### config.mk
export PLATFORM = sky130hd
export DESIGN_NAME = bba_ctrl
export DESIGN_NICKNAME = d
export VERILOG_FILES = /design/src/hw/rtl/bba_pkg.sv /design/src/hw/rtl/bba_ctrl.sv
export SDC_FILE = /design/constraint.sdc
export NUM_CORES = 1
export LEC_CHECK = 0
export ABC_AREA = 1
export BUFFER_PORTS_ARGS = -buffer_cell sky130_fd_sc_hd__buf_2
export CORE_AREA = 2 2 45 47
export DETAILED_ROUTE_END_ITERATION = 6
export DIE_AREA = 0 0 47 49
export GPL_ROUTABILITY_DRIVEN = 0
export PLACE_DENSITY = 0.83
export SLEW_MARGIN = 10
export SYNTH_ARGS = -nofsm -noshare
export SYNTH_HDL_FRONTEND = slang
export SYNTH_SLANG_ARGS = --single-unit
### constraint.sdc
create_clock -name aclk -period 2.4 [get_ports aclk]
set_input_delay 0.12 -clock aclk [delete_from_list [all_inputs] [get_ports aclk]]
set_output_delay 0.12 -clock aclk [all_outputs]
set_load 0.02 [all_outputs]
### src/hw/rtl/bba_pkg.sv
// Shared types, constants and codes of the buddy block allocator.
`timescale 1ns / 1ps

package bba_pkg;

    localparam int LEVELS_DEF        = 13;
    localparam int MIN_BLOCK_LOG_DEF = 4;
    localparam int HEADER_BYTES_DEF  = 768;

    localparam logic [1:0] RES_OK     = 2'd0;
    localparam logic [1:0] RES_NOFREE = 2'd1;
    localparam logic [1:0] RES_BADOFF = 2'd2;

    typedef enum logic [4:0] {
        OP_NONE,
        OP_CLR,
        OP_HINIT,
        OP_HNODE,
        OP_INCL,
        OP_DECL,
        OP_LOAD,
        OP_POPR,
        OP_POPW,
        OP_TGLW,
        OP_AINC,
        OP_PUSHA,
        OP_PUSHB,
        OP_FRD,
        OP_UNLINK
    } dp_op_t;

    typedef enum logic [4:0] {
        S_CLR,
        S_HINIT,
        S_HCHK,
        S_HNEXT,
        S_IDLE,
        S_DISP,
        S_ASRCH,
        S_APOPW,
        S_ATGW,
        S_ACHK,
        S_FRD,
        S_FCHK,
        S_PA,
        S_PB,
        S_FIN
    } ctrl_state_t;

    typedef enum logic [1:0] {
        CTX_HDR,
        CTX_ALLOC,
        CTX_FREE
    } push_ctx_t;

    typedef struct packed {
        dp_op_t     op;
        logic       load_res;
        logic [1:0] res_status;
        logic       res_use_off;
    } dp_cmd_t;

    typedef struct packed {
        logic is_free;
        logic bad_off;
        logic lvl_bad;
        logic lvl_zero;
        logic head_empty;
        logic pair_bit;
        logic at_target;
        logic hdr_take;
        logic hdr_last;
        logic hdr_big;
        logic clr_done;
    } dp_stat_t;

endpackage

### src/hw/rtl/bba_ctrl.sv
// Controller state machine of the buddy allocator: sequences pops, pushes and merges.
`timescale 1ns / 1ps

module bba_ctrl import bba_pkg::*; (
    input  logic     aclk,
    input  logic     aresetn,
    input  logic     s_valid,
    output logic     s_ready,
    output logic     m_valid,
    input  logic     m_ready,
    input  dp_stat_t stat,
    output dp_cmd_t  cmd
);

    ctrl_state_t state_reg, state_next;
    push_ctx_t   ctx_reg, ctx_next;
    logic [1:0]  code_reg, code_next;
    logic        use_off_reg, use_off_next;
    logic        out_vld_reg, out_vld_next;

    always_ff @(posedge aclk) begin
        if (!aresetn) begin
            state_reg   <= S_CLR;
            ctx_reg     <= CTX_HDR;
            code_reg    <= RES_OK;
            use_off_reg <= 1'b0;
            out_vld_reg <= 1'b0;
        end else begin
            state_reg   <= state_next;
            ctx_reg     <= ctx_next;
            code_reg    <= code_next;
            use_off_reg <= use_off_next;
            out_vld_reg <= out_vld_next;
        end
    end

    always_comb begin
        state_next   = state_reg;
        ctx_next     = ctx_reg;
        code_next    = code_reg;
        use_off_next = use_off_reg;
        cmd          = '{op: OP_NONE, load_res: 1'b0, res_status: code_reg,
                         res_use_off: use_off_reg};
        s_ready      = 1'b0;
        unique case (state_reg)
            S_CLR: begin
                cmd.op = OP_CLR;
                if (stat.clr_done) begin
                    state_next = stat.hdr_big ? S_IDLE : S_HINIT;
                end
            end
            S_HINIT: begin
                cmd.op = OP_HINIT;
                state_next = S_HCHK;
            end
            S_HCHK: begin
                if (stat.hdr_take) begin
                    cmd.op = OP_HNODE;
                    ctx_next = CTX_HDR;
                    state_next = S_PA;
                end else begin
                    state_next = S_HNEXT;
                end
            end
            S_HNEXT: begin
                if (stat.hdr_last) begin
                    state_next = S_IDLE;
                end else begin
                    cmd.op = OP_INCL;
                    state_next = S_HCHK;
                end
            end
            S_IDLE: begin
                s_ready = 1'b1;
                if (s_valid) begin
                    cmd.op = OP_LOAD;
                    state_next = S_DISP;
                end
            end
            S_DISP: begin
                use_off_next = 1'b0;
                if (stat.is_free) begin
                    if (stat.bad_off) begin
                        code_next = RES_BADOFF;
                        state_next = S_FIN;
                    end else if (stat.lvl_bad) begin
                        code_next = RES_OK;
                        state_next = S_FIN;
                    end else begin
                        state_next = S_FRD;
                    end
                end else if (stat.lvl_bad) begin
                    code_next = RES_NOFREE;
                    state_next = S_FIN;
                end else begin
                    state_next = S_ASRCH;
                end
            end
            S_ASRCH: begin
                if (stat.lvl_zero) begin
                    code_next = RES_NOFREE;
                    state_next = S_FIN;
                end else if (!stat.head_empty) begin
                    cmd.op = OP_POPR;
                    state_next = S_APOPW;
                end else begin
                    cmd.op = OP_DECL;
                end
            end
            S_APOPW: begin
                cmd.op = OP_POPW;
                state_next = S_ATGW;
            end
            S_ATGW: begin
                cmd.op = OP_TGLW;
                state_next = S_ACHK;
            end
            S_ACHK: begin
                if (stat.at_target) begin
                    code_next = RES_OK;
                    use_off_next = 1'b1;
                    state_next = S_FIN;
                end else begin
                    cmd.op = OP_AINC;
                    ctx_next = CTX_ALLOC;
                    state_next = S_PA;
                end
            end
            S_FRD: begin
                if (stat.lvl_zero) begin
                    code_next = RES_OK;
                    state_next = S_FIN;
                end else begin
                    cmd.op = OP_FRD;
                    state_next = S_FCHK;
                end
            end
            S_FCHK: begin
                if (stat.pair_bit) begin
                    cmd.op = OP_UNLINK;
                    state_next = S_FRD;
                end else begin
                    ctx_next = CTX_FREE;
                    state_next = S_PA;
                end
            end
            S_PA: begin
                cmd.op = OP_PUSHA;
                state_next = S_PB;
            end
            S_PB: begin
                cmd.op = OP_PUSHB;
                unique case (ctx_reg)
                    CTX_HDR:   state_next = S_HNEXT;
                    CTX_ALLOC: state_next = S_ACHK;
                    CTX_FREE: begin
                        code_next = RES_OK;
                        state_next = S_FIN;
                    end
                    default:   state_next = S_IDLE;
                endcase
            end
            S_FIN: begin
                if (!out_vld_reg || m_ready) begin
                    cmd.load_res = 1'b1;
                    state_next = S_IDLE;
                end
            end
            default: state_next = S_IDLE;
        endcase
    end

    always_comb begin
        out_vld_next = out_vld_reg;
        if (cmd.load_res) begin
            out_vld_next = 1'b1;
        end else if (m_ready) begin
            out_vld_next = 1'b0;
        end
    end

    assign m_valid = out_vld_reg;

    a_accept_disp: assert property (@(posedge aclk) disable iff (!aresetn)
        s_valid && s_ready |=> state_reg == S_DISP)
        else $error("accepted word did not reach dispatch");

    a_no_overwrite: assert property (@(posedge aclk) disable iff (!aresetn)
        cmd.load_res |-> (!m_valid || m_ready))
        else $error("result word overwritten while waiting");

    a_rise_from_load: assert property (@(posedge aclk) disable iff (!aresetn)
        $rose(m_valid) |-> $past(cmd.load_res))
        else $error("result valid raised without a load");

    a_busy_not_ready: assert property (@(posedge aclk) disable iff (!aresetn)
        (cmd.op != OP_NONE && cmd.op != OP_LOAD) |-> !s_ready)
        else $error("input ready while datapath busy");

endmodule

==> impl_metrics.json <==
{
  "crit_end": "cmd[4]",
  "rsz0062_at_grt": "false",
  "synth_area_leaders": "dfxtp_1 21%, nand2_1 20%, nor2_1 15%",
  "r2r-end": "state_reg[2]",
  "leakagePower_nw": 0.658,
  "critical_path.max_stage_delay_ns": 0.43,
  "startpoint_type": "flip-flop",
  "die_w_microns": 47,
  "power_switching_uw": 579,
  "path_common_cell": "nand2_1",
  "drive_gt1_share_pct": 16.8,
  "dp.cells": 225,
  "fin_cells": 229,
  "ys.flop_type": "dfxtp_1",
  "timing.rr.start": "state_reg[3]",
  "worst_r2r_path_depth": 11,
  "synth_common_cells": "52 x nand2_1, 37 x nor2_1, 24 x inv_1, 13 x nand3_1, 10 x dfxtp_1",
  "n_antenna_cell": 0,
  "routedLengthMet1_mm": 1.07,
  "synth_edf_count": 0,
  "async_reset_ff_share_pct": 0,
  "drc": 0,
  "cp_max_fo": 6,
  "top_layer": "met4",
  "grt_pass1_vias": 1124,
  "synth_top_area_share_pct": 20.9,
  "powerDensity_mw_per_mm2": 976,
  "cp-startpoint": "state_reg[3]",
  "detail-route-antenna-nets": 0,
  "period_share_pct": 77.1,
  "initial_utilization_pct": 51.9,
  "tritoncts": "built",
  "io_buffers": 24,
  "numClockSinks": 10,
  "fin_crit_ns": 1.85,
  "grt_antenna_before_repair": 0,
  "min_path_type": "in2reg",
  "cap_violations": 0,
  "yosysMostFrequentCell": "nand2_1",
  "wl_per_cell_microns": 11.6,
  "nNetsFinal": 223,
  "num_rows": 16,
  "seq_power_share_pct": 22.2,
  "p_sw_share_pct": 52.8,
  "worstSetupEndpointType": "output port",
  "numCtsBuffers": 3,
  "avgViaCountPerCell": 5.31,
  "critical_path_class": "reg2out",
  "skew_ns": 0.00853,
  "fp.dieH_microns": 49,
  "cp.arrival_ns": 1.73,
  "synth_cells": 177,
  "hold_buffers": 0,
  "gr-usage-all-layers_pct": 24.7,
  "outcome": "finished, final reports clean",
  "htreeDepth": 1,
  "design.core.area_sq_mm": 0.00184,
  "finalSetupTns_ns": 0,
  "first_pass_iters": 5,
  "grt_pass1_wl_mm": 4.33,
  "netlist_area_sq_um": 956,
  "cp.depth": 8,
  "final_max_slew_viol_count": 0,
  "crit_path_top_delay_cell": "dfxtp_1",
  "synth_nets": 197,
  "ys_types": 19,
  "cp_data_required_time_ns": 2.28,
  "finalHoldViolCount": 0,
  "p_comb_share_pct": 63.2,
  "ctsResizeCount": 0,
  "design.die.area_sq_mm": 0.00230,
  "cp_num_buf_inv": 3,
  "synth.yosys.seq_area_share_pct": 20.9,
  "p_int_uw": 517,
  "ir_drop_mv": 0.629,
  "min_from": "aresetn",
  "hpwlAfterDp_mm": 2.20,
  "fmax_mhz": 540,
  "area_growth_pct": 17.5,
  "synth_seq_cells": 10,
  "crit_chain": "inv_2 > nand2_1 > inv_1 > nand3_2 > nand2_1 > a21oi_1 > nand3b_1 > buf_2",
  "synth.avg_cell_area_sq_um": 5.40,
  "p_clk_share_pct": 14.6,
  "initialDrtViolationCount": 46,
  "cts_buffer_depth": 2,
  "reg2reg_slack_ns": 0.88,
  "clkTransAtPathRegs_ns": 0.07,
  "path_delay_family": "flip-flops",
  "yosys.area.top_type": "dfxtp_1",
  "grt_max_degree": 8,
  "ys_warn_count": 0,
  "cts-root-buf": "clkbuf_4",
  "overflow": 0,
  "wl_met3_microns": 284,
  "io_pins": 26,
  "wl_met2_mm": 1.22,
  "post_cts_buffers": 0,
  "vias": 1215,
  "clk_latency_ns": 0.28,
  "setup_viol": 0,
  "largest_reg_flops": 4,
  "drt_wl_total_mm": 2.67
}
layout by cell type (no fill, tap or decap), types with 3 or more instances in the layout:
master     n
nor3_1     5
dfxtp_1   10
inv_2      3
a21oi_1    8
nand2_1   52
o21ai_0    7
nand3_1   13
ha_1       5
buf_2     24
inv_1     24
clkbuf_4   3
nor2_1    37
kinds of logic after synthesis:
family | Yosys count | synth area share, %
AO/OA/AOI/OAI | 19 | 11.0
AND/OR/NAND/NOR | 112 | 48.2
buffers and inverters | 30 | 13.0
other | 1 | 0.392
flip-flops | 10 | 20.9
adder cells (fa/ha/maj) | 5 | 6.54
metrics by stage:
step / hold slack (ns) / power [mW] / worst slack [ns] / util, % / cell area (sq um)
after floorplan: 0.218 / 0.752 / 0.860 / - / 956
after global placement: 0.367 / 0.917 / 0.915 / 59.0 / 1090
after detailed placement: 0.369 / 0.925 / 0.891 / 59.0 / 1090
after CTS: 0.0835 / 1.08 / 0.591 / 61.0 / 1120
after global routing: 0.0977 / 1.19 / 0.429 / 61.0 / 1120
final: 0.0700 / 1.10 / 0.549 / 61.0 / 1120
how the worst min path moves through the flow:
stage | to | cells past startpoint
floorplan | state_reg[3] | 2
global placement | state_reg[3] | 3
detailed placement | state_reg[3] | 3
CTS | state_reg[3] | 3
global route | state_reg[3] | 3
finish | state_reg[3] | 3
worst register-to-register path, delay by kind of cell (launching register included):
family                 cells  cell delay [ns]
flip-flops                 1             0.43
AND/OR/NAND/NOR            7             0.68
buffers and inverters      4             0.32
power groups by stage:
stage | logic [mW] | clock network [mW] | registers, mW
2_1_floorplan | 0.506 | 0 | 0.246
3_3_place_gp | 0.672 | 0 | 0.245
3_5_place_dp | 0.680 | 0 | 0.246
4_1_cts | 0.683 | 0.158 | 0.243
5_1_grt | 0.778 | 0.167 | 0.248
6_report | 0.693 | 0.160 | 0.244
cell type report:
type,count,area (sq um)
timing repair buffer,24,120
clock buffer,4,36.3
sequential,10,200
inverter,27,101
multi-input combinational,137,632
fill,210,718
tap,27,33.8
metal layers:
metal  up-vias  global-route usage [%]
met1       518                    31.9
li1        604                       -
met2        76                    40.0
met3        17                    4.81
met4         0                    8.33
met5         -                       0
(Power assumes the default switching activity.)
